--- src/design/assert_macros.svh ---
// Assertion macros shared by the filter modules.
`ifndef ASSERT_MACROS_SVH
`define ASSERT_MACROS_SVH

// The consequent must hold in the same cycle as the antecedent.
`define ASSERT_IMPLIES(label, clk, rst, ante, cons, msg) \
   label: assert property (@(posedge clk) disable iff (rst) (ante) |-> (cons)) \
      else $error(msg);

// The consequent must hold in the cycle after the antecedent.
`define ASSERT_NEXT(label, clk, rst, ante, cons, msg) \
   label: assert property (@(posedge clk) disable iff (rst) (ante) |=> (cons)) \
      else $error(msg);

`endif

--- src/design/mbc_pkg.sv ---
// Shared types, constants and coefficient table of the biquad cascade filter.
`default_nettype none

package mbc_pkg;

   // Parameter defaults.
   localparam int unsigned CHANNELS_DEF            = 9;
   localparam int unsigned SAMPLE_BITS_DEF         = 16;
   localparam int unsigned STATE_FRACTION_BITS_DEF = 16;

   // Fixed structure of the cascade.
   localparam int unsigned SECTIONS         = 3;
   localparam int unsigned SEC_BITS         = 2;
   localparam int unsigned CHAN_BITS        = 4;
   localparam int unsigned PORT_SAMPLE_BITS = 16;

   // Arithmetic formats.
   localparam int unsigned STATE_BITS = 40;
   localparam int unsigned COEF_BITS  = 24;
   localparam int unsigned COEF_FRAC  = 20;
   localparam int unsigned HALF_BITS  = 20;
   localparam int unsigned PART_BITS  = HALF_BITS + 1;
   localparam int unsigned PROD_BITS  = COEF_BITS + PART_BITS;
   localparam int unsigned ACC_BITS   = 66;

   // Coefficient selector. The feedback terms are stored negated so that
   // every section sum is a plain sum of products.
   typedef enum logic [2:0] {
      COEF_A1N,
      COEF_A2N,
      COEF_B0,
      COEF_B1,
      COEF_B2
   } coef_sel_type;

   // Multiplier operand selector.
   typedef enum logic [1:0] {
      OPD_D1,
      OPD_D2,
      OPD_W
   } opd_sel_type;

   // Commands from the controller to the datapath.
   typedef struct packed {
      logic                load_in;
      logic                rd_en;
      logic                acc_init_x;
      logic                acc_init_zero;
      logic                mul_en;
      coef_sel_type        coef_sel;
      opd_sel_type         opd_sel;
      logic                hi_half;
      logic                w_take;
      logic                y_take;
      logic                out_take;
      logic [SEC_BITS-1:0] sec;
   } dp_cmd_type;

   // Status from the datapath to the controller.
   typedef struct packed {
      logic ch_ok;
   } dp_status_type;

   // Q3.20 coefficients of the three second-order sections.
   function automatic logic signed [COEF_BITS-1:0] coef_value(
      input logic [SEC_BITS-1:0] sec,
      input coef_sel_type        sel
   );
      logic signed [COEF_BITS-1:0] c;
      c = '0;
      case (sel)
         COEF_B0: begin
            case (sec)
               2'd0:    c = 24'sd1363;
               2'd1:    c = 24'sd1048576;
               2'd2:    c = 24'sd1048576;
               default: c = '0;
            endcase
         end
         COEF_B1: begin
            case (sec)
               2'd0:    c = 24'sd1363;
               2'd1:    c = 24'sd2098830;
               2'd2:    c = 24'sd2096523;
               default: c = '0;
            endcase
         end
         COEF_B2: begin
            case (sec)
               2'd0:    c = 24'sd0;
               2'd1:    c = 24'sd1050254;
               2'd2:    c = 24'sd1047947;
               default: c = '0;
            endcase
         end
         COEF_A1N: begin
            case (sec)
               2'd0:    c = 24'sd534249;
               2'd1:    c = 24'sd1149868;
               2'd2:    c = 24'sd1435815;
               default: c = '0;
            endcase
         end
         COEF_A2N: begin
            case (sec)
               2'd0:    c = 24'sd0;
               2'd1:    c = -24'sd372664;
               2'd2:    c = -24'sd726244;
               default: c = '0;
            endcase
         end
         default: c = '0;
      endcase
      return c;
   endfunction

endpackage

`default_nettype wire

--- src/design/mbc_ctrl.sv ---
// Sequencing controller of the biquad cascade filter.
`default_nettype none
`include "assert_macros.svh"

module mbc_ctrl (
   input  logic                   clock,
   input  logic                   reset,
   input  logic                   req_valid,
   output logic                   req_stall,
   output logic                   rsp_valid,
   input  logic                   rsp_stall,
   input  mbc_pkg::dp_status_type status,
   output mbc_pkg::dp_cmd_type    cmd
);
   import mbc_pkg::*;

   localparam int unsigned STEP_BITS = 4;

   // Steps of one section. Each product takes a low and a high partial step.
   localparam logic [STEP_BITS-1:0] STEP_READ    = 4'd0;
   localparam logic [STEP_BITS-1:0] STEP_A1_LO   = 4'd1;
   localparam logic [STEP_BITS-1:0] STEP_A1_HI   = 4'd2;
   localparam logic [STEP_BITS-1:0] STEP_A2_LO   = 4'd3;
   localparam logic [STEP_BITS-1:0] STEP_A2_HI   = 4'd4;
   localparam logic [STEP_BITS-1:0] STEP_W_FLUSH = 4'd5;
   localparam logic [STEP_BITS-1:0] STEP_W_TAKE  = 4'd6;
   localparam logic [STEP_BITS-1:0] STEP_B0_LO   = 4'd7;
   localparam logic [STEP_BITS-1:0] STEP_B0_HI   = 4'd8;
   localparam logic [STEP_BITS-1:0] STEP_B1_LO   = 4'd9;
   localparam logic [STEP_BITS-1:0] STEP_B1_HI   = 4'd10;
   localparam logic [STEP_BITS-1:0] STEP_B2_LO   = 4'd11;
   localparam logic [STEP_BITS-1:0] STEP_B2_HI   = 4'd12;
   localparam logic [STEP_BITS-1:0] STEP_Y_FLUSH = 4'd13;
   localparam logic [STEP_BITS-1:0] STEP_Y_TAKE  = 4'd14;

   typedef enum logic [1:0] {
      ST_IDLE,
      ST_SECT,
      ST_DONE
   } state_type;

   state_type           state_ff, state_in;
   logic [SEC_BITS-1:0]  sec_ff, sec_in;
   logic [STEP_BITS-1:0] step_ff, step_in;
   logic                 rsp_valid_ff, rsp_valid_in;

   // Next state and datapath commands.
   always_comb begin
      state_in     = state_ff;
      sec_in       = sec_ff;
      step_in      = step_ff;
      rsp_valid_in = rsp_valid_ff && rsp_stall;

      cmd               = '0;
      cmd.coef_sel      = COEF_B0;
      cmd.opd_sel       = OPD_D1;
      cmd.sec           = sec_ff;

      case (state_ff)
         ST_IDLE: begin
            if (req_valid) begin
               cmd.load_in = 1'b1;
               state_in    = ST_SECT;
               sec_in      = '0;
               step_in     = STEP_READ;
            end
         end
         ST_SECT: begin
            step_in = step_ff + STEP_BITS'(1);
            case (step_ff)
               STEP_READ: begin
                  cmd.rd_en      = 1'b1;
                  cmd.acc_init_x = 1'b1;
                  // A channel outside the table skips the whole cascade.
                  if (sec_ff == '0 && !status.ch_ok) begin
                     state_in = ST_DONE;
                  end
               end
               STEP_A1_LO: begin
                  cmd.mul_en = 1'b1; cmd.coef_sel = COEF_A1N; cmd.opd_sel = OPD_D1;
               end
               STEP_A1_HI: begin
                  cmd.mul_en = 1'b1; cmd.coef_sel = COEF_A1N; cmd.opd_sel = OPD_D1;
                  cmd.hi_half = 1'b1;
               end
               STEP_A2_LO: begin
                  cmd.mul_en = 1'b1; cmd.coef_sel = COEF_A2N; cmd.opd_sel = OPD_D2;
               end
               STEP_A2_HI: begin
                  cmd.mul_en = 1'b1; cmd.coef_sel = COEF_A2N; cmd.opd_sel = OPD_D2;
                  cmd.hi_half = 1'b1;
               end
               STEP_W_TAKE: begin
                  cmd.w_take        = 1'b1;
                  cmd.acc_init_zero = 1'b1;
               end
               STEP_B0_LO: begin
                  cmd.mul_en = 1'b1; cmd.coef_sel = COEF_B0; cmd.opd_sel = OPD_W;
               end
               STEP_B0_HI: begin
                  cmd.mul_en = 1'b1; cmd.coef_sel = COEF_B0; cmd.opd_sel = OPD_W;
                  cmd.hi_half = 1'b1;
               end
               STEP_B1_LO: begin
                  cmd.mul_en = 1'b1; cmd.coef_sel = COEF_B1; cmd.opd_sel = OPD_D1;
               end
               STEP_B1_HI: begin
                  cmd.mul_en = 1'b1; cmd.coef_sel = COEF_B1; cmd.opd_sel = OPD_D1;
                  cmd.hi_half = 1'b1;
               end
               STEP_B2_LO: begin
                  cmd.mul_en = 1'b1; cmd.coef_sel = COEF_B2; cmd.opd_sel = OPD_D2;
               end
               STEP_B2_HI: begin
                  cmd.mul_en = 1'b1; cmd.coef_sel = COEF_B2; cmd.opd_sel = OPD_D2;
                  cmd.hi_half = 1'b1;
               end
               STEP_Y_TAKE: begin
                  cmd.y_take = 1'b1;
                  step_in    = STEP_READ;
                  if (sec_ff == SEC_BITS'(SECTIONS - 1)) begin
                     state_in = ST_DONE;
                  end else begin
                     sec_in = sec_ff + SEC_BITS'(1);
                  end
               end
               // Flush steps let the last partial product reach the sum.
               STEP_W_FLUSH, STEP_Y_FLUSH: begin
               end
               default: begin
               end
            endcase
         end
         ST_DONE: begin
            // Load the output register once it is empty or being drained.
            if (!rsp_valid_ff || !rsp_stall) begin
               cmd.out_take = 1'b1;
               rsp_valid_in = 1'b1;
               state_in     = ST_IDLE;
            end
         end
         default: begin
            state_in = ST_IDLE;
         end
      endcase
   end

   // State and registered outputs.
   always_ff @(posedge clock) begin
      if (reset) begin
         state_ff     <= ST_IDLE;
         sec_ff       <= '0;
         step_ff      <= STEP_READ;
         rsp_valid_ff <= 1'b0;
      end else begin
         state_ff     <= state_in;
         sec_ff       <= sec_in;
         step_ff      <= step_in;
         rsp_valid_ff <= rsp_valid_in;
      end
   end

   assign req_stall = (state_ff != ST_IDLE);
   assign rsp_valid = rsp_valid_ff;

   `ASSERT_NEXT(a_load_starts_cascade, clock, reset, cmd.load_in, state_ff == ST_SECT && sec_ff == '0 && step_ff == STEP_READ, "accepted beat did not start the first section")
   `ASSERT_IMPLIES(a_section_in_range, clock, reset, state_ff == ST_SECT, sec_ff < SEC_BITS'(SECTIONS), "section counter out of range")
   `ASSERT_NEXT(a_out_take_valid, clock, reset, cmd.out_take, rsp_valid_ff, "loaded result not presented")

endmodule

`default_nettype wire

--- src/design/mbc_datapath.sv ---
// Datapath of the biquad cascade filter: delay store, shared multiplier and accumulator.
`default_nettype none
`include "assert_macros.svh"

module mbc_datapath #(
   parameter int unsigned CHANNELS            = mbc_pkg::CHANNELS_DEF,
   parameter int unsigned SAMPLE_BITS         = mbc_pkg::SAMPLE_BITS_DEF,
   parameter int unsigned STATE_FRACTION_BITS = mbc_pkg::STATE_FRACTION_BITS_DEF
) (
   input  logic                                          clock,
   input  logic                                          reset,
   input  mbc_pkg::dp_cmd_type                           cmd,
   output mbc_pkg::dp_status_type                        status,
   input  logic        [mbc_pkg::CHAN_BITS-1:0]          req_channel,
   input  logic signed [mbc_pkg::PORT_SAMPLE_BITS-1:0]   req_sample,
   output logic        [mbc_pkg::CHAN_BITS-1:0]          rsp_channel_out,
   output logic signed [mbc_pkg::PORT_SAMPLE_BITS-1:0]   rsp_filtered
);
   import mbc_pkg::*;

   localparam int unsigned DEPTH    = CHANNELS * SECTIONS;
   localparam int unsigned IDX_BITS = $clog2(DEPTH);
   localparam int unsigned IDX_WIDE = CHAN_BITS + SEC_BITS + 2;
   localparam int unsigned ZEXT_BITS = 32;

   localparam logic signed [ACC_BITS-1:0] ONE_W       = ACC_BITS'(1);
   localparam logic signed [ACC_BITS-1:0] ROUND_HALF  = ONE_W <<< (COEF_FRAC - 1);
   localparam logic signed [ACC_BITS-1:0] OUT_HALF    = ONE_W <<< (STATE_FRACTION_BITS - 1);
   localparam logic signed [ACC_BITS-1:0] STATE_MAX_W = (ONE_W <<< (STATE_BITS - 1)) - ONE_W;
   localparam logic signed [ACC_BITS-1:0] STATE_MIN_W = -STATE_MAX_W - ONE_W;
   localparam logic signed [ACC_BITS-1:0] OUT_MAX_W   = (ONE_W <<< (SAMPLE_BITS - 1)) - ONE_W;
   localparam logic signed [ACC_BITS-1:0] OUT_MIN_W   = -OUT_MAX_W - ONE_W;

   // Saturate a wide value to the signed state range.
   function automatic logic signed [STATE_BITS-1:0] sat_state(
      input logic signed [ACC_BITS-1:0] v
   );
      logic signed [STATE_BITS-1:0] r;
      if (v > STATE_MAX_W) begin
         r = STATE_MAX_W[STATE_BITS-1:0];
      end else if (v < STATE_MIN_W) begin
         r = STATE_MIN_W[STATE_BITS-1:0];
      end else begin
         r = v[STATE_BITS-1:0];
      end
      return r;
   endfunction

   // Item registers.
   logic        [CHAN_BITS-1:0]  ch_ff, ch_in;
   logic signed [STATE_BITS-1:0] x_ff, x_in;
   logic signed [STATE_BITS-1:0] w_ff, w_in;

   // Multiplier and accumulator.
   logic signed [PROD_BITS-1:0]  prod_ff, prod_in;
   logic                         prod_hi_ff;
   logic                         prod_vld_ff;
   logic signed [ACC_BITS-1:0]   acc_ff, acc_in;

   // Delay store, its valid bits and the registered read data.
   logic signed [STATE_BITS-1:0] d1_mem_ff [DEPTH];
   logic signed [STATE_BITS-1:0] d2_mem_ff [DEPTH];
   logic        [DEPTH-1:0]      vld_ff;
   logic signed [STATE_BITS-1:0] d1_q_ff, d2_q_ff;
   logic                         vld_q_ff;

   // Output payload.
   logic        [CHAN_BITS-1:0]        rsp_channel_out_ff;
   logic signed [PORT_SAMPLE_BITS-1:0] rsp_filtered_ff, rsp_filtered_in;

   logic        [IDX_WIDE-1:0]         idx_wide;
   logic        [IDX_BITS-1:0]         idx;
   logic signed [STATE_BITS-1:0]       d1_eff, d2_eff, opd;
   logic signed [PART_BITS-1:0]        part;
   logic signed [COEF_BITS-1:0]        coef;
   logic signed [ACC_BITS-1:0]         addend;
   logic        [ZEXT_BITS-1:0]        sample_zext;
   logic        [SAMPLE_BITS-1:0]      raw;
   logic signed [ACC_BITS-1:0]         sample_w, scaled;
   logic signed [ACC_BITS-1:0]         y_round, y_sat;

   // Delay store address of the current channel and section.
   always_comb begin
      idx_wide = IDX_WIDE'(ch_ff) * IDX_WIDE'(SECTIONS) + IDX_WIDE'(cmd.sec);
      idx      = idx_wide[IDX_BITS-1:0];
   end

   assign status.ch_ok = (ZEXT_BITS'(ch_ff) < ZEXT_BITS'(CHANNELS));

   // Entries never written read as zero.
   assign d1_eff = vld_q_ff ? d1_q_ff : '0;
   assign d2_eff = vld_q_ff ? d2_q_ff : '0;

   // Input scaling to the state format.
   always_comb begin
      sample_zext = ZEXT_BITS'(unsigned'(req_sample));
      raw         = sample_zext[SAMPLE_BITS-1:0];
      sample_w    = {{(ACC_BITS - SAMPLE_BITS){raw[SAMPLE_BITS-1]}}, raw};
      scaled      = sample_w <<< STATE_FRACTION_BITS;
   end

   // Operand select and one partial product of the shared multiplier.
   always_comb begin
      case (cmd.opd_sel)
         OPD_D1:  opd = d1_eff;
         OPD_D2:  opd = d2_eff;
         OPD_W:   opd = w_ff;
         default: opd = '0;
      endcase
      if (cmd.hi_half) begin
         part = {opd[STATE_BITS-1], opd[STATE_BITS-1:HALF_BITS]};
      end else begin
         part = {1'b0, opd[HALF_BITS-1:0]};
      end
      coef    = coef_value(cmd.sec, cmd.coef_sel);
      prod_in = coef * part;
   end

   // Accumulator; the rounding offset is loaded with the first term.
   always_comb begin
      if (prod_hi_ff) begin
         addend = ACC_BITS'(prod_ff) <<< HALF_BITS;
      end else begin
         addend = ACC_BITS'(prod_ff);
      end
      if (cmd.acc_init_x) begin
         acc_in = (ACC_BITS'(x_ff) <<< COEF_FRAC) + ROUND_HALF;
      end else if (cmd.acc_init_zero) begin
         acc_in = ROUND_HALF;
      end else if (prod_vld_ff) begin
         acc_in = acc_ff + addend;
      end else begin
         acc_in = acc_ff;
      end
   end

   // Section results and item load.
   always_comb begin
      ch_in = ch_ff;
      x_in  = x_ff;
      w_in  = w_ff;
      if (cmd.load_in) begin
         ch_in = req_channel;
         x_in  = sat_state(scaled);
      end
      if (cmd.w_take) begin
         w_in = sat_state(acc_ff >>> COEF_FRAC);
      end
      if (cmd.y_take) begin
         x_in = sat_state(acc_ff >>> COEF_FRAC);
      end
   end

   // Final rounding to the sample range.
   always_comb begin
      y_round = (ACC_BITS'(x_ff) + OUT_HALF) >>> STATE_FRACTION_BITS;
      if (y_round > OUT_MAX_W) begin
         y_sat = OUT_MAX_W;
      end else if (y_round < OUT_MIN_W) begin
         y_sat = OUT_MIN_W;
      end else begin
         y_sat = y_round;
      end
      rsp_filtered_in = status.ch_ok ? y_sat[PORT_SAMPLE_BITS-1:0] : '0;
   end

   // Control registers.
   always_ff @(posedge clock) begin
      if (reset) begin
         prod_vld_ff <= 1'b0;
         vld_ff      <= '0;
      end else begin
         prod_vld_ff <= cmd.mul_en;
         if (cmd.y_take) begin
            vld_ff[idx] <= 1'b1;
         end
      end
   end

   // Payload registers.
   always_ff @(posedge clock) begin
      ch_ff      <= ch_in;
      x_ff       <= x_in;
      w_ff       <= w_in;
      acc_ff     <= acc_in;
      prod_ff    <= prod_in;
      prod_hi_ff <= cmd.hi_half;
      if (cmd.out_take) begin
         rsp_channel_out_ff <= ch_ff;
         rsp_filtered_ff    <= rsp_filtered_in;
      end
   end

   // Delay store: one read and one write port.
   always_ff @(posedge clock) begin
      if (cmd.rd_en) begin
         d1_q_ff  <= d1_mem_ff[idx];
         d2_q_ff  <= d2_mem_ff[idx];
         vld_q_ff <= vld_ff[idx];
      end
      if (cmd.y_take) begin
         d1_mem_ff[idx] <= w_ff;
         d2_mem_ff[idx] <= d1_eff;
      end
   end

   assign rsp_channel_out = rsp_channel_out_ff;
   assign rsp_filtered    = rsp_filtered_ff;

   `ASSERT_IMPLIES(a_take_after_flush, clock, reset, cmd.w_take || cmd.y_take, !prod_vld_ff, "section sum taken before last product was added")
   `ASSERT_IMPLIES(a_write_in_range, clock, reset, cmd.y_take, status.ch_ok, "delay store written for a channel outside the table")

endmodule

`default_nettype wire

--- src/design/multichannel_biquad_cascade_lowpass.sv ---
// Top level of the multichannel fifth-order Butterworth low-pass biquad cascade.
//
// Usage: each request beat carries a channel number and a signed sample. The
// sample runs through three direct form II second-order sections that use the
// delay words of that channel, and one response beat returns the channel and
// the filtered sample, rounded and saturated to the sample range.
// A channel at or above CHANNELS leaves the delay words alone and returns zero.
// Both channels use valid and stall; a beat moves when valid is high and stall
// is low. req_stall is low only while the block waits for a new beat.
// Steps: an accept step; per section a read step, five products, each in a low
// and a high partial step on the single 24 x 21 bit multiplier, plus flush and
// take steps; then a step that loads the output register. A channel outside the
// table goes straight from the read step to the output load. A new beat is
// accepted only after the output register has been loaded for the last one.
// The output register holds a finished beat while rsp_stall is high; the block
// still accepts and works on the next beat, then waits until the register frees.
// Reset clears the control state, the output valid and the valid bits of all delay words, which then read as zero.
`default_nettype none

module multichannel_biquad_cascade_lowpass #(
   parameter int unsigned CHANNELS            = mbc_pkg::CHANNELS_DEF,
   parameter int unsigned SAMPLE_BITS         = mbc_pkg::SAMPLE_BITS_DEF,
   parameter int unsigned STATE_FRACTION_BITS = mbc_pkg::STATE_FRACTION_BITS_DEF
) (
   input  logic                                        clock,
   input  logic                                        reset,
   input  logic                                        req_valid,
   output logic                                        req_stall,
   input  logic        [mbc_pkg::CHAN_BITS-1:0]        req_channel,
   input  logic signed [mbc_pkg::PORT_SAMPLE_BITS-1:0] req_sample,
   output logic                                        rsp_valid,
   input  logic                                        rsp_stall,
   output logic        [mbc_pkg::CHAN_BITS-1:0]        rsp_channel_out,
   output logic signed [mbc_pkg::PORT_SAMPLE_BITS-1:0] rsp_filtered
);
   import mbc_pkg::*;

   dp_cmd_type    cmd;
   dp_status_type status;

   // Controller.
   mbc_ctrl u_ctrl (
      .clock     (clock),
      .reset     (reset),
      .req_valid (req_valid),
      .req_stall (req_stall),
      .rsp_valid (rsp_valid),
      .rsp_stall (rsp_stall),
      .status    (status),
      .cmd       (cmd)
   );

   // Datapath.
   mbc_datapath #(
      .CHANNELS            (CHANNELS),
      .SAMPLE_BITS         (SAMPLE_BITS),
      .STATE_FRACTION_BITS (STATE_FRACTION_BITS)
   ) u_datapath (
      .clock           (clock),
      .reset           (reset),
      .cmd             (cmd),
      .status          (status),
      .req_channel     (req_channel),
      .req_sample      (req_sample),
      .rsp_channel_out (rsp_channel_out),
      .rsp_filtered    (rsp_filtered)
   );

endmodule

`default_nettype wire
--- config.mk ---
export PLATFORM = sky130hd
export DESIGN_NAME = multichannel_biquad_cascade_lowpass
export DESIGN_NICKNAME = d
export VERILOG_FILES = /design/src/design/mbc_pkg.sv /design/src/design/mbc_ctrl.sv /design/src/design/mbc_datapath.sv /design/src/design/multichannel_biquad_cascade_lowpass.sv
export VERILOG_INCLUDE_DIRS = /design/src /design/src/design
export SDC_FILE = /design/constraint.sdc
export NUM_CORES = 2
export LEC_CHECK = 0
export BUFFER_PORTS_ARGS = -buffer_cell sky130_fd_sc_hd__buf_4
export CORE_AREA = 2 2 416 418
export CTS_CLUSTER_SIZE = 20
export DETAILED_ROUTE_END_ITERATION = 16
export DIE_AREA = 0 0 418 420
export PLACE_DENSITY_LB_ADDON = 0.2
export SETUP_SLACK_MARGIN = 0.05
export SYNTH_ARGS = -nofsm -noshare
export SYNTH_HDL_FRONTEND = slang
export SYNTH_SLANG_ARGS = --single-unit
--- constraint.sdc ---
create_clock -name clock -period 23.5 [get_ports clock]
set_input_delay 3.525 -clock clock [delete_from_list [all_inputs] [get_ports clock]]
set_output_delay 3.525 -clock clock [all_outputs]
set_load 0.02 [all_outputs]
Yosys cells after proc, flatten, opt, wreduce, memory -nomap -nowiden. Memories as Yosys holds them, arrays and structs flattened. A register that Yosys moved wholly into a read port is not among the register bits. Index checks and enable logic that the tools add are counted. Widths: inputs -> output; s select.

Flip-flop bits (word level): 254. Bits in writable memories: 2160. Word-level logic and storage cells: 148. Memories kept: 2.

Memory list: u_datapath.d1_mem_ff (depth 27, bits a word 40, read ports 1, clocked after Yosys merged registers in 1, write ports 1, line mbc_datapath.sv:61) `logic signed [STATE_BITS-1:0] d1_mem_ff [DEPTH];`; u_datapath.d2_mem_ff (depth 27, bits a word 40, read ports 1, clocked after Yosys merged registers in 1, write ports 1, line mbc_datapath.sv:62) `logic signed [STATE_BITS-1:0] d2_mem_ff [DEPTH];`.

Add/sub/neg operators: 6. $mul: 2. Order comparisons: 9. Equal/unequal tests: 29. Mux-type cells: 53. Bitwise operators: 3. Reduce and logical (&&, ||, !) cells: 28.

Operators with widths (number): $mux 40 (8); $mux 66 (3); $pmux 24 s5 (1); $pmux 40 s3 (1); $pmux 21 s2 (2); $add 66x65->66 (1); $pmux 22 s3 (1); $mux 64 (1); $pmux 21 s3 (1); $add 60x21->61 const B (1); $pmux 24 s2 (1); $gt 46x40->1 const B (1); $lt 46x40->1 const B (1); $mul 24x21->45 (1); $add 40x17->41 const B (1); $gt 32x40->1 const B (1); $lt 32x40->1 const B (1); $pmux 6 s5 (1); $or 27x27->27 (1); $gt 25x16->1 const B (1); $lt 25x16->1 const B (1); $eq 4x4->1 const B (6); $mux 21 (1); $mux 16 (1); other kinds (43) (91).

Longest topological paths before layout.
Depth after elaboration: 8. Mapped depth: 39.

Hierarchy. From an unflattened synthesis, not the netlist that was laid out.

Cell total of the unflattened synthesis: 7596. Area, all modules: 117929.4 um^2.

By module, submodules not included: mbc_datapath (times used 1, cells an instance 7492, area each 117201.2 um^2, seq. area each 73880.9 um^2); mbc_ctrl (times used 1, cells an instance 104, area each 728.2 um^2, seq. area each 180.2 um^2).

Worst setup path after synthesis. No wires, ideal clock.

Kind: flip-flop to flip-flop. Start point: reg u_datapath.ch_ff[0]. End point: mem u_datapath.d1_mem_ff[18][0] (enable). Arrival time: 8.111 ns. Required time: 22.882 ns. Setup slack: 14.771 ns. Stages on the path, launching flop included: 9. Clock period less this slack: 8.729 ns. Cell sequence: edfxtp_1 > fa_1 > ha_1 > clkbuf_1 > clkbuf_1 > buf_1 > clkbuf_1 > nand2_1 > nor3_1.

Word-level cells in the longest chain between the ends: 2.

RTL lines: start: declaration (line mbc_datapath.sv:50) `logic [CHAN_BITS-1:0] ch_ff, ch_in;`; start signal: assignment (line mbc_datapath.sv:182) `ch_ff <= ch_in;`; $mul 4x2->5 (line mbc_datapath.sv:84) `idx_wide = IDX_WIDE'(ch_ff) * IDX_WIDE'(SECTIONS) + IDX_WIDE'(cmd.sec);`; $add 5x2->5 (line mbc_datapath.sv:84); end: declaration (line mbc_datapath.sv:61).

Every way passes these cells.

Worst setup path in the final report.
Start point: reg u_ctrl.step_ff[0]. End point: reg u_datapath.prod_ff[43].

Word-level cells in the longest chain between the ends: 8.

RTL lines: start: declaration (line mbc_ctrl.sv:44) `logic [STEP_BITS-1:0] step_ff, step_in;`; start signal: assignment (line mbc_ctrl.sv:158) `step_ff <= step_in;`; $eq 4x4->1 (tied with other cells) (line mbc_ctrl.sv:70) `case (step_ff)`; $reduce_or 2->1 (no source line); $pmux 6 s5 (line mbc_ctrl.sv:70); $mux 12 * (line mbc_ctrl.sv:59) `case (state_ff)`; $eq 2x2->1 (tied with other cells) (line mbc_datapath.sv:104) `case (cmd.opd_sel)`; $pmux 40 s3 (line mbc_datapath.sv:104); $mux 21 (line mbc_datapath.sv:110) `if (cmd.hi_half) begin`; $mul 24x21->45 * (line mbc_datapath.sv:116) `prod_in = coef * part;`; named net u_datapath.prod_in[43] (line mbc_datapath.sv:55) `logic signed [PROD_BITS-1:0] prod_ff, prod_in;`; end signal: assignment (line mbc_datapath.sv:186) `prod_ff <= prod_in;`; end: declaration (line mbc_datapath.sv:55).

Mark *: on every way through the listed nets, which the timed path passes. The rest lies on a longest branch. A chain may end at the register's enable or synchronous reset.

==> summary.md <==
| Metric | Value |
|---|---|
| Status | finished clean |
| Main flop type after synthesis | edfxtp_1 |
| Clk slew on worst S/H paths | 0.07 ns |
| CTS resizes | 0 |
| Clk_skew | 0.0655 ns |
| Average size of a mapped cell | 15.5 um2 |
| P_int | 8.08 mW |
| Synth area leaders | edfxtp_1 62%, mux4_2 9.3%, fa_1 8.6% |
| Die Area | 0.176 mm2 |
| Top-area cell type share of the netlist area | 0.616 |
| Drt total wl | 339 mm |
| Io pins | 46 |
| Tcrit/Tclk final | 0.466 |
| Syn_nets | 8306 |
| Fraction of the mapped netlist area in adder cells | 0.107 |
| First-pass GRT wire length | 491 mm |
| Root buffer cell | clkbuf_16 |
| Seq pwr share | 0.446 |
| Via count | 70731 |
| Setup TNS | 0 ns |
| Asr flop ratio synth | 0 |
| Post-Synthesis Cells | 7580 |
| Simple-Gate Fraction of Synth Area | 0.0559 |
| Largest family of logic cells by synthesized area | adder cells |
| Initial antenna violation count | 20 |
| CTS sink count | 2494 |
| Num CTS Buffers | 229 |
| Initial core utilization | 0.688 |
| Most area-hungry cell type in the Yosys netlist | edfxtp_1 |
| Dpl hpwl | 193 mm |
| Clock Tree Buf Depth | 3 |
| Synth Area in Compound Gates | 0.0587 |
| Final setup viols | 0 |
| Slew Viols, Final | 0 |
| Post-CTS Hold Buffers | 0 |
| Endpoint class of the critical path | flop |
| Worst setup margin | 12.55 ns |
| Total core area | 0.171 mm2 |
| Remaining DRCs | 0 |
| Buffers added on ports | 45 |
| Total global-route track usage | 0.394 |
| Post-Syn Area | 0.118 mm2 |
| Routed Antenna Nets | 0 |
| HP Class | reg2reg |
| Final cell utilization of the core | 0.751 |
| Synth unique cells | 78 |
| CP Data Required Time | 24.33 ns |
| Setup WS pre-CTS | 12.84 ns |
| RePlAce Congestion | 0.971 |
| Share of cells above drive strength 1 | 0.149 |
| Pwr dens | 89.9 mW/mm2 |
| Maximum number of pins on one net before global-route repair | 134 |
| Chip height | 420 um |
| Max-Cap Viols | 0 |
| FILL cells | 9719 |
| Crit-path max FO | 39 |
| Vias per inst | 7.05 |
| H-Tree Depth | 4 |
| CTS tree | done |
| CP peak stage delay | 0.89 ns |
| Comb pwr share | 0.225 |
| Post-CTS Setup Bufs | 0 |
| Fmax achieved | 0.0913 GHz |
| CP most frequent cell | fa_1 |
| Leak | 45.9 nW |
| Die Span X | 418 um |
| XOR/XNOR Fraction of Synth Area | 0.00939 |
| Worst setup SP type | flop |
| Gr ovfl total | 0 |
| Critical path's slowest cell | nor2_1 |
| NetSw | 3.46 mW |
| Arr. time, crit path | 11.78 ns |
| First-pass iteration count of the detailed router | 9 |
| #FFs+latches synth | 2494 |
| Max_slew headroom | 0.0399 |
| Routed WL per cell | 33.8 um |
| Vias in the first global route | 72449 |
| Syn. warnings | 0 |
| Clock latency on the worst-skew pair | 0.93 ns |
| Mux share of post-synthesis cell area | 0.106 |
| Hold WS | 0.480 ns |
| Sw frac | 0.300 |
| Seq/Total Area, Yosys | 0.630 |
| Area grow syn2layout | 9.25% |
| Tmin final | 10.95 ns |
| Maximum vdd drop | 0.0874 mV |
| Final Hold Vio Count | 0 |
| Initial DRC count | 10647 |
| RSZ-0062 raised after global routing | no |
| Row cnt | 152 |
| Worst slew pin tran | 1.44 ns |
| Clk network pwr share | 0.329 |
| Worst Path Class, Setup | reg2reg |
| Nets | 8327 |
| EDFF count, synth | 2411 |
[critical path, delay by kind of cell (launching register included)]
kind / cells / cell delay (ns)
compound gates: 14 / 2.80
xor+xnor: 1 / 0.13
simple gates: 5 / 2.32
fa+ha+maj: 8 / 3.75
buf+inv: 5 / 1.12
flops: 1 / 0.67
[cells in the final DEF (no fill, tap or decap), types with 181 or more instances in the layout]
cell	n
nand2_1	791
fa_1	506
mux4_2	487
buf_4	200
inv_1	605
nor2_1	354
o21ai_0	181
clkbuf_16	230
a21oi_1	354
ha_1	193
edfxtp_1	2411
[final timing paths]
| check | startpoint | to | slack, ns | cells after the start |
|---|---|---|---|---|
| max reg2reg | u_ctrl.step_ff[0]$_SDFFE_PP0P_ | u_datapath.prod_ff[43]$_DFF_P_ | 12.55 | 33 |
| max | u_ctrl.step_ff[0]$_SDFFE_PP0P_ | u_datapath.prod_ff[43]$_DFF_P_ | 12.55 | 33 |
| min reg2reg | u_datapath.vld_ff[12]$_SDFFE_PP0P_ | u_datapath.vld_ff[12]$_SDFFE_PP0P_ | 0.48 | 2 |
| min | u_datapath.vld_ff[12]$_SDFFE_PP0P_ | u_datapath.vld_ff[12]$_SDFFE_PP0P_ | 0.48 | 2 |
[metrics by stage]
| stage | std cells | total power [mW] | instance area (um2) |
|---|---|---|---|
| final | 10033 | 11.5 | 128000 |
| after global routing | 10027 | 11.9 | 128000 |
| after CTS | 10027 | 11.5 | 128000 |
| after detailed placement | 9603 | 7.77 | 121000 |
| after global placement | 9603 | 7.73 | 121000 |
| after floorplan | 7580 | 6.93 | 118000 |
[power by group through the flow]
stage	registers (mW)	clock network (mW)	logic (mW)
after floorplan	5.16	0	1.77
final	5.14	3.80	2.60
after detailed placement	5.23	0	2.54
after CTS	5.14	3.81	2.57
after global routing	5.14	3.96	2.81
after global placement	5.23	0	2.51
[cell families (layout without fill, tap and decap cells)]
kind of cell,Yosys count,in the layout
compound gates,1074,1074
simple gates,1531,1531
other cells,0,6
buf+inv,1024,1238
mux,629,629
flops,2494,2494
fa+ha+maj,702,702
xor+xnor,126,126
[cell usage after synthesis (21+ instances only)]
library cell / number
a211oi_1: 27
a21o_1: 74
a21oi_1: 367
a221oi_1: 29
a22o_1: 51
a22oi_1: 47
a31oi_1: 71
and2_1: 116
and3_1: 44
buf_1: 69
buf_2: 47
clkbuf_1: 301
dfxtp_1: 83
edfxtp_1: 2411
fa_1: 507
ha_1: 195
inv_1: 605
mux2_2: 41
mux2i_1: 101
mux4_2: 487
nand2_1: 793
nand2b_1: 21
nand3_1: 62
nand4_1: 24
nor2_1: 376
nor2b_1: 35
o21a_1: 48
o21ai_0: 185
o221ai_1: 59
xnor2_1: 74
xor2_1: 52
[area by class of cell]
type	instances	area (um2)	area share
antenna	6	15.0	0.000117
sequential	2494	74100	0.577
tap	2233	2790	0.0218
clock buffer	275	5960	0.0464
clock inverter	149	1660	0.0129
timing repair buffer	208	1660	0.0129
multi-input combinational	4062	40000	0.312
inverter	606	2270	0.0177
[registers in the layout, indices dropped and copies added (netlist names), 16 cells and up]
name and flops:
u_datapath.acc_ff 66, u_datapath.d1_mem_ff 1080, u_datapath.d1_q_ff 40, u_datapath.d2_mem_ff 1080, u_datapath.d2_q_ff 40, u_datapath.prod_ff 45, u_datapath.rsp_filtered 16, u_datapath.vld_ff 27
u_datapath.w_ff 40, u_datapath.x_ff 40
[layer usage]
| layer | vias up | track usage | share of wire |
|---|---|---|---|
| li1 | 28127 | - | - |
| met2 | 5623 | 0.620 | 0.48 |
| met3 | 1176 | 0.0938 | 0.12 |
| met4 | 30 | 0.203 | 0.060 |
| met5 | - | 0 | 0.00058 |
| met1 | 35775 | 0.520 | 0.34 |
Power figures use the tool's default switching activity.
